$ cat config.mk
export PLATFORM = sky130hd
export DESIGN_NAME = ipv4_l4_checksum_check_fix_top_flat
export DESIGN_NICKNAME = d
export VERILOG_FILES = /design/src/icsum_pkg.sv /design/src/icsum_if.sv /design/src/icsum_accum.sv /design/src/icsum_check.sv /design/src/icsum_fix.sv /design/src/ipv4_l4_checksum_check_fix_top.sv /design/src/flat_wrapper.sv
export VERILOG_INCLUDE_DIRS = /design/src /design/src/src
export SDC_FILE = /design/constraint.sdc
export NUM_CORES = 1
export LEC_CHECK = 0
export ABC_AREA = 1
export BUFFER_PORTS_ARGS = -buffer_cell sky130_fd_sc_hd__buf_2
export CORE_ASPECT_RATIO = 1.5
export CORE_MARGIN = 8
export CORE_UTILIZATION = 55
export CTS_CLUSTER_DIAMETER = 30
export DETAILED_ROUTE_END_ITERATION = 12
export MAX_ROUTING_LAYER = met4
export PLACE_DENSITY = 0.71
export SLEW_MARGIN = 10
export SYNTH_ARGS = -nofsm -noshare
export SYNTH_HDL_FRONTEND = slang
export SYNTH_SLANG_ARGS = --single-unit
$ cat constraint.sdc
create_clock -name clk -period 8.3 [get_ports clk]
set_input_delay 1.66 -clock clk [delete_from_list [all_inputs] [get_ports clk]]
set_output_delay 1.66 -clock clk [all_outputs]
set_load 0.05 [all_outputs]
$ cat src/ipv4_l4_checksum_check_fix_top_macros.svh
// Assertion macros for the IPv4 TCP/UDP checksum check and fix block.
// Used by the top level; expects clk and rst_n in the including scope.
`ifndef IPV4_L4_CHECKSUM_CHECK_FIX_TOP_MACROS_SVH
`define IPV4_L4_CHECKSUM_CHECK_FIX_TOP_MACROS_SVH

// Condition must hold at every clock edge outside reset.
`define ICSUM_ASSERT_HOLD(label, cond, msg) \
    label: assert property (@(posedge clk) disable iff (!rst_n) (cond)) else $error(msg);

// Antecedent implies consequent in the same cycle.
`define ICSUM_ASSERT_IMPLY(label, ante, cons, msg) \
    label: assert property (@(posedge clk) disable iff (!rst_n) (ante) |-> (cons)) \
        else $error(msg);

`endif

$ cat src/icsum_pkg.sv
// Shared types, constants and the ones' complement adder for the checksum block.
// No dependencies; imported by every module of the block.
`default_nettype none

package icsum_pkg;

    typedef logic [16:0] pos_t;

    localparam pos_t        POS_MAX     = 17'h1ffff;
    localparam logic [7:0]  PROTO_TCP   = 8'd6;
    localparam logic [7:0]  PROTO_UDP   = 8'd17;
    localparam logic [3:0]  IP_V4       = 4'd4;
    localparam logic [15:0] SUM_OK      = 16'hffff;
    localparam logic [15:0] FRAG_MASK   = 16'h3fff;
    localparam logic [15:0] UDP_CK_OFF  = 16'd6;
    localparam logic [15:0] TCP_CK_OFF  = 16'd16;

    typedef enum logic [2:0] {
        CLS_FWD    = 3'd0,
        CLS_TRUNC  = 3'd1,
        CLS_NOT_IP = 3'd2,
        CLS_NOT_L4 = 3'd3,
        CLS_FRAG   = 3'd4
    } cls_t;

    typedef logic [0:0] cfg_idx_t;

    localparam cfg_idx_t CFG_RECOMPUTE_IP = 1'b0;
    localparam cfg_idx_t CFG_RECOMPUTE_L4 = 1'b1;

    typedef struct packed {
        logic recompute_ip;
        logic recompute_l4;
    } cfg_t;

    // Packet fields and sums captured at the last word
    typedef struct packed {
        pos_t        cap;
        logic [3:0]  ver;
        logic [3:0]  hw;
        logic [15:0] tot_len;
        logic [13:0] frag;
        logic [7:0]  proto;
        logic [3:0]  tcp_doff;
        logic [15:0] old_ip;
        logic [15:0] old_l4;
        logic [15:0] hdr_sum;
        logic [15:0] seg_sum;
    } snap_t;

    // Classification and folded sums handed to the fix stage
    typedef struct packed {
        cls_t        cls;
        logic        udp;
        logic        ip_ok;
        logic        l4_ok;
        logic [15:0] hdr_sum;
        logic [15:0] l4_sum;
        logic [15:0] covered;
        logic [15:0] old_ip;
        logic [15:0] old_l4;
    } chk_t;

    // 16-bit add with end-around carry; one carry pass is always enough
    function automatic logic [15:0] ones_add(input logic [15:0] a, input logic [15:0] b);
        logic [16:0] s;
        s = {1'b0, a} + {1'b0, b};
        return s[15:0] + {15'd0, s[16]};
    endfunction

endpackage

`default_nettype wire

$ cat src/icsum_if.sv
// Channel interfaces of the checksum block: packet words in, results out.
// Valid/ready handshake; no dependencies.
`default_nettype none

interface icsum_word_if;
    logic        valid;
    logic        ready;
    logic [15:0] data_word;
    logic        last_word;
    logic        odd_tail;

    modport source (output valid, output data_word, output last_word, output odd_tail,
                    input ready);
    modport sink   (input valid, input data_word, input last_word, input odd_tail,
                    output ready);
endinterface

interface icsum_result_if;
    logic        valid;
    logic        ready;
    logic [2:0]  packet_class;
    logic        is_udp;
    logic        ip_sum_ok;
    logic        l4_sum_ok;
    logic [15:0] ip_checksum_out;
    logic [15:0] l4_checksum_out;

    modport source (output valid, output packet_class, output is_udp, output ip_sum_ok,
                    output l4_sum_ok, output ip_checksum_out, output l4_checksum_out,
                    input ready);
    modport sink   (input valid, input packet_class, input is_udp, input ip_sum_ok,
                    input l4_sum_ok, input ip_checksum_out, input l4_checksum_out,
                    output ready);
endinterface

`default_nettype wire

$ cat src/icsum_accum.sv
// Word accumulator: captures header fields and keeps ones' complement sums.
// Depends on icsum_pkg and icsum_word_if; registers a snapshot at the last word.
`default_nettype none

module icsum_accum import icsum_pkg::*;
(
    input  wire logic    clk,
    input  wire logic    rst_n,
    icsum_word_if.sink   words,
    input  wire logic    down_ready,
    output logic         snap_valid,
    output snap_t        snap
);

    pos_t        pos_reg,      pos_next;
    logic [15:0] hdr_sum_reg,  hdr_sum_next;
    logic [15:0] seg_sum_reg,  seg_sum_next;
    logic [3:0]  ver_reg,      ver_next;
    logic [3:0]  hw_reg,       hw_next;
    logic [15:0] tot_len_reg,  tot_len_next;
    logic [13:0] frag_reg,     frag_next;
    logic [7:0]  proto_reg,    proto_next;
    logic [3:0]  tcp_doff_reg, tcp_doff_next;
    logic [15:0] old_ip_reg,   old_ip_next;
    logic [15:0] old_l4_reg,   old_l4_next;

    logic        snap_valid_reg;
    snap_t       snap_reg;

    logic        half;
    logic [15:0] w;
    logic [5:0]  l3;
    pos_t        l3_ext;
    pos_t        off;
    logic [15:0] seg_mid;
    logic [15:0] seg_word;
    logic [17:0] pos_inc1;
    logic [17:0] pos_sum;
    logic        in_l4;
    logic        fire;

    assign words.ready = !snap_valid_reg || down_ready;
    assign fire        = words.valid && words.ready;

    always_comb
    begin
        half = words.last_word && words.odd_tail;
        w    = half ? {words.data_word[15:8], 8'h00} : words.data_word;

        ver_next     = (pos_reg == 17'd0)  ? w[15:12] : ver_reg;
        hw_next      = (pos_reg == 17'd0)  ? w[11:8]  : hw_reg;
        tot_len_next = (pos_reg == 17'd2)  ? w        : tot_len_reg;
        frag_next    = (pos_reg == 17'd6)  ? 14'(w & FRAG_MASK) : frag_reg;
        proto_next   = (pos_reg == 17'd8)  ? w[7:0]   : proto_reg;
        old_ip_next  = (pos_reg == 17'd10) ? w        : old_ip_reg;

        l3     = {hw_next, 2'b00};
        l3_ext = {11'd0, l3};

        hdr_sum_next = (pos_reg < l3_ext) ? ones_add(hdr_sum_reg, w) : hdr_sum_reg;

        // source and destination addresses feed the pseudo-header sum
        seg_mid = (pos_reg >= 17'd12 && pos_reg < 17'd20) ? ones_add(seg_sum_reg, w)
                                                           : seg_sum_reg;
        pos_inc1 = {1'b0, pos_reg} + 18'd1;
        seg_word = (pos_inc1 >= {2'b00, tot_len_next}) ? {w[15:8], 8'h00} : w;
        seg_sum_next = (pos_reg >= l3_ext && pos_reg < {1'b0, tot_len_next})
                     ? ones_add(seg_mid, seg_word) : seg_mid;

        off           = pos_reg - l3_ext;
        in_l4         = (pos_reg >= l3_ext) && (pos_reg != POS_MAX);
        tcp_doff_next = tcp_doff_reg;
        old_l4_next   = old_l4_reg;
        if (in_l4)
        begin
            if (proto_next == PROTO_TCP)
            begin
                if (off == 17'd12)
                    tcp_doff_next = w[15:12];
                else if (off == 17'd16)
                    old_l4_next = w;
            end
            else if (proto_next == PROTO_UDP && off == 17'd6)
            begin
                old_l4_next = w;
            end
        end

        // saturate the byte count
        pos_sum  = {1'b0, pos_reg} + (half ? 18'd1 : 18'd2);
        pos_next = (pos_sum > {1'b0, POS_MAX}) ? POS_MAX : pos_sum[16:0];
    end

    always_ff @(posedge clk or negedge rst_n)
    begin
        if (!rst_n)
        begin
            pos_reg      <= '0;
            hdr_sum_reg  <= '0;
            seg_sum_reg  <= '0;
            ver_reg      <= '0;
            hw_reg       <= '0;
            tot_len_reg  <= '0;
            frag_reg     <= '0;
            proto_reg    <= '0;
            tcp_doff_reg <= '0;
            old_ip_reg   <= '0;
            old_l4_reg   <= '0;
        end
        else if (fire)
        begin
            if (words.last_word)
            begin
                // clear for the next packet
                pos_reg      <= '0;
                hdr_sum_reg  <= '0;
                seg_sum_reg  <= '0;
                ver_reg      <= '0;
                hw_reg       <= '0;
                tot_len_reg  <= '0;
                frag_reg     <= '0;
                proto_reg    <= '0;
                tcp_doff_reg <= '0;
                old_ip_reg   <= '0;
                old_l4_reg   <= '0;
            end
            else
            begin
                pos_reg      <= pos_next;
                hdr_sum_reg  <= hdr_sum_next;
                seg_sum_reg  <= seg_sum_next;
                ver_reg      <= ver_next;
                hw_reg       <= hw_next;
                tot_len_reg  <= tot_len_next;
                frag_reg     <= frag_next;
                proto_reg    <= proto_next;
                tcp_doff_reg <= tcp_doff_next;
                old_ip_reg   <= old_ip_next;
                old_l4_reg   <= old_l4_next;
            end
        end
    end

    always_ff @(posedge clk or negedge rst_n)
    begin
        if (!rst_n)
            snap_valid_reg <= 1'b0;
        else if (words.ready)
            snap_valid_reg <= fire && words.last_word;
    end

    always_ff @(posedge clk)
    begin
        if (fire && words.last_word)
        begin
            snap_reg.cap      <= pos_next;
            snap_reg.ver      <= ver_next;
            snap_reg.hw       <= hw_next;
            snap_reg.tot_len  <= tot_len_next;
            snap_reg.frag     <= frag_next;
            snap_reg.proto    <= proto_next;
            snap_reg.tcp_doff <= tcp_doff_next;
            snap_reg.old_ip   <= old_ip_next;
            snap_reg.old_l4   <= old_l4_next;
            snap_reg.hdr_sum  <= hdr_sum_next;
            snap_reg.seg_sum  <= seg_sum_next;
        end
    end

    assign snap_valid = snap_valid_reg;
    assign snap       = snap_reg;

endmodule

`default_nettype wire

$ cat src/icsum_check.sv
// Check stage: classifies the packet and folds the pseudo-header sum.
// Depends on icsum_pkg; fed by the accumulator snapshot, feeds the fix stage.
`default_nettype none

module icsum_check import icsum_pkg::*;
(
    input  wire logic  clk,
    input  wire logic  rst_n,
    input  wire logic  snap_valid,
    input  snap_t      snap,
    output logic       ready,
    input  wire logic  down_ready,
    output logic       chk_valid,
    output chk_t       chk
);

    logic        chk_valid_reg;
    chk_t        chk_reg;
    chk_t        chk_next;

    logic [5:0]  l3;
    pos_t        l3_ext;
    pos_t        rem;
    logic [15:0] l4len;
    logic [5:0]  doff_bytes;
    logic [15:0] s1;
    logic [15:0] cs_off;
    cls_t        cls;
    logic        udp;

    assign ready = !chk_valid_reg || down_ready;

    always_comb
    begin
        l3         = {snap.hw, 2'b00};
        l3_ext     = {11'd0, l3};
        rem        = snap.cap - l3_ext;
        l4len      = snap.tot_len - {10'd0, l3};
        doff_bytes = {snap.tcp_doff, 2'b00};
        udp        = (snap.proto == PROTO_UDP);

        if (snap.cap < 17'd20)
            cls = CLS_TRUNC;
        else if (snap.ver != IP_V4)
            cls = CLS_NOT_IP;
        else if (snap.proto != PROTO_TCP && snap.proto != PROTO_UDP)
            cls = CLS_NOT_L4;
        else if (l3 < 6'd20 || snap.cap < l3_ext)
            cls = CLS_TRUNC;
        else if (snap.frag != 14'd0)
            cls = CLS_FRAG;
        else if (snap.tot_len < {10'd0, l3})
            cls = CLS_TRUNC;
        else if (rem < {1'b0, l4len})
            cls = CLS_TRUNC;
        else if (udp)
            cls = (rem < 17'd8) ? CLS_TRUNC : CLS_FWD;
        else if (rem < 17'd20 || snap.tcp_doff < 4'd5 || rem < {11'd0, doff_bytes})
            cls = CLS_TRUNC;
        else
            cls = CLS_FWD;

        s1 = ones_add(snap.seg_sum, {8'd0, snap.proto});

        chk_next.cls     = cls;
        chk_next.udp     = udp;
        chk_next.hdr_sum = snap.hdr_sum;
        chk_next.ip_ok   = (snap.hdr_sum == SUM_OK);
        chk_next.l4_sum  = ones_add(s1, l4len);
        chk_next.l4_ok   = (chk_next.l4_sum == SUM_OK) || (udp && snap.old_l4 == 16'd0);
        chk_next.old_ip  = snap.old_ip;
        chk_next.old_l4  = snap.old_l4;

        // only the part of the checksum field inside the segment counts
        cs_off = udp ? UDP_CK_OFF : TCP_CK_OFF;
        if (l4len >= cs_off + 16'd2)
            chk_next.covered = snap.old_l4;
        else if (l4len == cs_off + 16'd1)
            chk_next.covered = {snap.old_l4[15:8], 8'h00};
        else
            chk_next.covered = 16'd0;
    end

    always_ff @(posedge clk or negedge rst_n)
    begin
        if (!rst_n)
            chk_valid_reg <= 1'b0;
        else if (ready)
            chk_valid_reg <= snap_valid;
    end

    always_ff @(posedge clk)
    begin
        if (ready && snap_valid)
            chk_reg <= chk_next;
    end

    assign chk_valid = chk_valid_reg;
    assign chk       = chk_reg;

endmodule

`default_nettype wire

$ cat src/icsum_fix.sv
// Fix stage: recomputes each checksum when its cfg bit is set and drives the registered result beat.
// Depends on icsum_pkg and icsum_result_if; fed by the check stage.
`default_nettype none

module icsum_fix import icsum_pkg::*;
(
    input  wire logic     clk,
    input  wire logic     rst_n,
    input  wire logic     chk_valid,
    input  chk_t          chk,
    input  cfg_t          cfg,
    output logic          ready,
    icsum_result_if.source result
);

    logic        valid_reg;
    cls_t        cls_reg;
    logic        udp_reg;
    logic        ip_ok_reg,  ip_ok_next;
    logic        l4_ok_reg,  l4_ok_next;
    logic [15:0] ip_cs_reg,  ip_cs_next;
    logic [15:0] l4_cs_reg,  l4_cs_next;

    logic [15:0] ip_r;
    logic [15:0] l4_r0;
    logic [15:0] l4_r1;

    assign ready = !valid_reg || result.ready;

    always_comb
    begin
        ip_r  = ~ones_add(chk.hdr_sum, ~chk.old_ip) + {15'd0, !chk.ip_ok};
        l4_r0 = ~ones_add(chk.l4_sum, ~chk.covered);
        // a zero UDP checksum means none; send all ones instead
        l4_r1 = (chk.udp && l4_r0 == 16'd0) ? 16'hffff : l4_r0;

        if (chk.cls == CLS_FWD)
        begin
            ip_ok_next = chk.ip_ok;
            l4_ok_next = chk.l4_ok;
            ip_cs_next = cfg.recompute_ip ? ip_r : chk.old_ip;
            l4_cs_next = cfg.recompute_l4 ? (l4_r1 + {15'd0, !chk.l4_ok}) : chk.old_l4;
        end
        else
        begin
            ip_ok_next = 1'b0;
            l4_ok_next = 1'b0;
            ip_cs_next = 16'd0;
            l4_cs_next = 16'd0;
        end
    end

    always_ff @(posedge clk or negedge rst_n)
    begin
        if (!rst_n)
            valid_reg <= 1'b0;
        else if (ready)
            valid_reg <= chk_valid;
    end

    always_ff @(posedge clk)
    begin
        if (ready && chk_valid)
        begin
            cls_reg   <= chk.cls;
            udp_reg   <= chk.udp;
            ip_ok_reg <= ip_ok_next;
            l4_ok_reg <= l4_ok_next;
            ip_cs_reg <= ip_cs_next;
            l4_cs_reg <= l4_cs_next;
        end
    end

    assign result.valid           = valid_reg;
    assign result.packet_class    = cls_reg;
    assign result.is_udp          = udp_reg;
    assign result.ip_sum_ok       = ip_ok_reg;
    assign result.l4_sum_ok       = l4_ok_reg;
    assign result.ip_checksum_out = ip_cs_reg;
    assign result.l4_checksum_out = l4_cs_reg;

endmodule

`default_nettype wire

$ cat src/ipv4_l4_checksum_check_fix_top.sv
// Channel   Dir  Beat                                   Accepted when
// words     in   data_word, last_word, odd_tail         words.valid && words.ready
// result    out  class, is_udp, sum flags, checksums    result.valid && result.ready
// cfg       in   cfg_index, cfg_data                    cfg_we
//
// One packet word per cycle while words.ready is high; the ones' complement accumulator then takes a word every clock.
// After the last word, a result beat passes in turn through the snapshot, check and fix registers.
// Reset clears the accumulator and pipeline valids and sets both recompute bits.
// words.ready drops only when all three pipeline registers hold beats and result stalls.
// Depends on icsum_pkg, icsum_if, icsum_accum, icsum_check, icsum_fix and the macro header.
`default_nettype none
`include "ipv4_l4_checksum_check_fix_top_macros.svh"

module ipv4_l4_checksum_check_fix_top import icsum_pkg::*;
(
    input  wire logic      clk,
    input  wire logic      rst_n,
    icsum_word_if.sink     words,
    icsum_result_if.source result,
    input  wire logic      cfg_we,
    input  cfg_idx_t       cfg_index,
    input  wire logic      cfg_data
);

    cfg_t  cfg_reg;
    logic  snap_valid;
    snap_t snap;
    logic  chk_ready;
    logic  chk_valid;
    chk_t  chk;
    logic  fix_ready;

    always_ff @(posedge clk or negedge rst_n)
    begin
        if (!rst_n)
        begin
            cfg_reg.recompute_ip <= 1'b1;
            cfg_reg.recompute_l4 <= 1'b1;
        end
        else if (cfg_we)
        begin
            case (cfg_index)
                CFG_RECOMPUTE_IP: cfg_reg.recompute_ip <= cfg_data;
                CFG_RECOMPUTE_L4: cfg_reg.recompute_l4 <= cfg_data;
                default:          cfg_reg <= cfg_reg;
            endcase
        end
    end

    icsum_accum u_accum (
        .clk        (clk),
        .rst_n      (rst_n),
        .words      (words),
        .down_ready (chk_ready),
        .snap_valid (snap_valid),
        .snap       (snap)
    );

    icsum_check u_check (
        .clk        (clk),
        .rst_n      (rst_n),
        .snap_valid (snap_valid),
        .snap       (snap),
        .ready      (chk_ready),
        .down_ready (fix_ready),
        .chk_valid  (chk_valid),
        .chk        (chk)
    );

    icsum_fix u_fix (
        .clk       (clk),
        .rst_n     (rst_n),
        .chk_valid (chk_valid),
        .chk       (chk),
        .cfg       (cfg_reg),
        .ready     (fix_ready),
        .result    (result)
    );

    // Input may stall only behind a stalled result beat
    `ICSUM_ASSERT_IMPLY(a_stall_from_out, !words.ready, result.valid && !result.ready, "input stalled while result side is free")
    // Dropped packets carry no check flags or checksums
    `ICSUM_ASSERT_IMPLY(a_drop_zero, result.valid && result.packet_class != CLS_FWD, !result.ip_sum_ok && !result.l4_sum_ok && result.ip_checksum_out == 16'd0 && result.l4_checksum_out == 16'd0, "non-forwarded beat has nonzero check fields")
    // A valid recomputed UDP checksum is never sent as zero
    `ICSUM_ASSERT_IMPLY(a_udp_nonzero, result.valid && result.packet_class == CLS_FWD && result.is_udp && result.l4_sum_ok && cfg_reg.recompute_l4, result.l4_checksum_out != 16'd0, "recomputed UDP checksum is zero")

endmodule

`default_nettype wire

$ cat src/flat_wrapper.sv
// flat-port wrapper written by rule: the top's interface ports become plain ports
module ipv4_l4_checksum_check_fix_top_flat import icsum_pkg::*;
  (clk, rst_n, cfg_we, cfg_index, cfg_data, words_valid, words_data_word, words_last_word, words_odd_tail, words_ready, result_valid, result_packet_class, result_is_udp, result_ip_sum_ok, result_l4_sum_ok, result_ip_checksum_out, result_l4_checksum_out, result_ready);
  icsum_word_if words_i ();
  icsum_result_if result_i ();
  input  wire logic clk;
  input  wire logic rst_n;
  input  wire logic cfg_we;
  input  cfg_idx_t cfg_index;
  input  wire logic cfg_data;
  input wire logic [$bits(words_i.valid)-1:0] words_valid;
  input wire logic [$bits(words_i.data_word)-1:0] words_data_word;
  input wire logic [$bits(words_i.last_word)-1:0] words_last_word;
  input wire logic [$bits(words_i.odd_tail)-1:0] words_odd_tail;
  output wire logic [$bits(words_i.ready)-1:0] words_ready;
  output wire logic [$bits(result_i.valid)-1:0] result_valid;
  output wire logic [$bits(result_i.packet_class)-1:0] result_packet_class;
  output wire logic [$bits(result_i.is_udp)-1:0] result_is_udp;
  output wire logic [$bits(result_i.ip_sum_ok)-1:0] result_ip_sum_ok;
  output wire logic [$bits(result_i.l4_sum_ok)-1:0] result_l4_sum_ok;
  output wire logic [$bits(result_i.ip_checksum_out)-1:0] result_ip_checksum_out;
  output wire logic [$bits(result_i.l4_checksum_out)-1:0] result_l4_checksum_out;
  input wire logic [$bits(result_i.ready)-1:0] result_ready;
  assign words_i.valid = words_valid;
  assign words_i.data_word = words_data_word;
  assign words_i.last_word = words_last_word;
  assign words_i.odd_tail = words_odd_tail;
  assign words_ready = words_i.ready;
  assign result_valid = result_i.valid;
  assign result_packet_class = result_i.packet_class;
  assign result_is_udp = result_i.is_udp;
  assign result_ip_sum_ok = result_i.ip_sum_ok;
  assign result_l4_sum_ok = result_i.l4_sum_ok;
  assign result_ip_checksum_out = result_i.ip_checksum_out;
  assign result_l4_checksum_out = result_i.l4_checksum_out;
  assign result_i.ready = result_ready;
  ipv4_l4_checksum_check_fix_top u_core (.clk(clk), .rst_n(rst_n), .words(words_i), .result(result_i), .cfg_we(cfg_we), .cfg_index(cfg_index), .cfg_data(cfg_data));
endmodule
==> impl_metrics.toml <==
[yosys]
yosys.area.top_type = "edfxtp_1"
syn_area_per_cell_sq_um = 7.99
ys_warn_count = 0
synth_area_sq_mm = 0.0270
synth_common_cells = "nand2_1 (778), inv_1 (553), nor2_1 (269)"
ys.flop_type = "edfxtp_1"
synthCells = 3382
synth_edf_count = 255
mappedNetlistNets = 3608
ys_types = 62
yosysMostFrequentCell = "nand2_1"
synth.area.top_cells = "edfxtp_1 (28%), dfrtp_1 (12%), nand2_1 (11%)"
synth-seq-cells = 391
synth_top_area_frac = 0.283
async_flop_share = 0.348
seq_area_frac_synth = 0.409

[routing]
post_drt_wl_per_cell_um = 18.7
dr_total_vias = 23600
drt-total-wl_mm = 79.0
ant_nets = 0
via_per_inst = 5.59
drc = 0
first_pass_iters = 6
first_iter_violations = 1389

[pwr]
p_leak_uw = 0.0150
peakVddDrop_v = 0.000207
pwr_density_cell_mw_per_mm2 = 313

[final_layout]
fin_nets = 3742
layout-drive-gt1-share = 0.0914
n_antenna_cell = 0
largest_register_ffs = 131
areaGrowthSynthToFinish_pct = 13.1

[floorplanning]
placementRows = 99
die_w_um = 197
ios = 65
core-area_sq_mm = 0.0486
fp.dieArea_sq_mm = 0.0566
start_util = 0.557
die_y_um = 288

[grt]
grt_use_total = 0.286
grt_max_degree = 89
grt_overflow = 0
grt_pass1_vias = 23600
grt_pass1_wl_mm = 124
antenna_found_initial = 0

[sta]
clock_skew_ns = 0.0476
period_needed_ns = 7.69
setup_viol = 0
final.setup.tns_ns = 0
finalHoldViolations = 0
setup_ws_ns = 0.612
drv_slew = 0
worst_pin_slew_ns = 1.18
period_share = 0.926
slew_headroom = 0.214
grt_setup_unrepaired = "false"
fmax_mhz = 130

[worst_setup_path]
cp_common_cell = "nand2_1"
r2r-start = "u_core.u_accum.pos_reg[15]$_DFFE_PN0P_"
worstSetupStartpointType = "input pin"
cp-end-kind = "register"
cp_max_fo = 2
startpoint = "words_last_word"
arrival_ns = 8.07
max_stage_delay_ns = 0.41
required_ns = 8.69
path_class = "in -> reg"
slowest_stage = "or3_1"

[clock_tree]
insertion_delay_ns = 0.64
postCtsHoldBufs = 0
cts_max_level = 2
cts_buffer_depth = 3
cts_tree = "done"
clk_pin_slew_ns = 0.06
clkSinkCount = 391
cts_resized = 0
cts_root_buffer = "clkbuf_16"
postCtsSetupRepairBufs = 0
cts_inserted_buffers = 60

[place]
numPortBuffers = 64
gp_congestion = 1.03
dpl.hpwl_mm = 61.3
dp_slack_ns = 0.0534

[run_status]
run_status = "finished, final reports clean"

[worst_hold_path]
hp-class = "reg -> reg"
holdCritStartpoint = "u_core.u_accum.snap[54]$_DFFE_PP_"

[job]
max_cap_violations = 0
path summary, 6_finish.rpt:
check,depth (start not counted),to,slack (ns)
min reg2reg,0,u_core.u_check.chk[22]$_DFFE_PP_,0.41
max reg2reg,37,u_core.u_accum.snap[13]$_DFFE_PP_,0.86
max,46,u_core.u_accum.snap[13]$_DFFE_PP_,0.61
min in group asynchronous,1,u_core.u_accum.pos_reg[12]$_DFFE_PN0P_,1.00
min,0,u_core.u_check.chk[22]$_DFFE_PP_,0.41
max in group asynchronous,3,u_core.u_accum.proto_reg[3]$_DFFE_PN0P_,5.57
power by group:
group / internal (uW) / total, uW / switching, uW
logic: 1430 / 4370 / 2940
registers: 2450 / 2650 / 196
clock network: 1520 / 2540 / 1020
logic make-up after synthesis:
logic type                 after synthesis  synth area share
AOI/OAI and AO/OA                      529             0.116
and+or+nand+nor                       1456             0.232
xor gates and xnor gates               171            0.0562
DFF                                    391             0.409
adders and majority gates              201            0.0961
buffers and inverters                  634            0.0905
placed cells by master (no fill, tap or decap), types with 6 or more instances in the layout:
| cell | count |
|---|---|
| clkinv_1 | 9 |
| nand2_2 | 7 |
| nand3b_1 | 9 |
| or2_2 | 12 |
| buf_2 | 63 |
| a21oi_1 | 146 |
| xnor2_1 | 36 |
| buf_4 | 74 |
| o21a_1 | 14 |
| nor2_2 | 6 |
| o21ai_0 | 193 |
| o21ai_1 | 17 |
| a31oi_1 | 6 |
| a21o_1 | 11 |
| inv_1 | 552 |
| xor2_1 | 132 |
| clkbuf_16 | 60 |
| clkinv_4 | 10 |
| fa_1 | 11 |
| a211oi_1 | 6 |
| o21ai_2 | 18 |
| nor2_1 | 267 |
| nor4_1 | 24 |
| edfxtp_1 | 255 |
| ha_1 | 190 |
| nand3_1 | 201 |
| a22o_1 | 42 |
| inv_6 | 12 |
| inv_2 | 8 |
| nor3_1 | 54 |
| nand2_1 | 777 |
| nand4_1 | 65 |
| a21boi_0 | 9 |
| o21bai_1 | 13 |
| dfrtp_1 | 134 |
| o22ai_1 | 34 |
| inv_8 | 8 |
metrics by stage:
stage	power, uW	hold WS, ns	std cells	instance area (sq um)	util
2_1_floorplan	5720	0.400	3382	27000	-
5_1_grt	10200	0.418	4224	30600	0.629
3_3_place_gp	6880	0.403	4110	28500	0.586
3_5_place_dp	6970	0.405	4110	28500	0.586
4_1_cts	9540	0.413	4224	30600	0.629
6_report	9560	0.411	4224	30600	0.629
final cells by class:
class                      count  area, sq um
fill                        4265        18000
inverter                     568         2130
timing repair buffer         138          882
clock buffer                  67         1550
sequential                   391        11100
multi-input combinational   2357        13600
clock inverter                47          553
tap                          656          821
critical path, delay by kind of cell:
family          cells  cell delay [ns]
simple gates       30             3.94
buf+inv             5             0.40
fa+ha+maj           6             1.44
compound gates      5             0.62
metal layers:
metal | global-route usage | share of wire
met5 | - | 0
met4 | 0.175 | 0.069
met3 | 0.0396 | 0.049
met2 | 0.512 | 0.51
met1 | 0.293 | 0.37
Note: power is estimated with default switching activity, not from simulation.
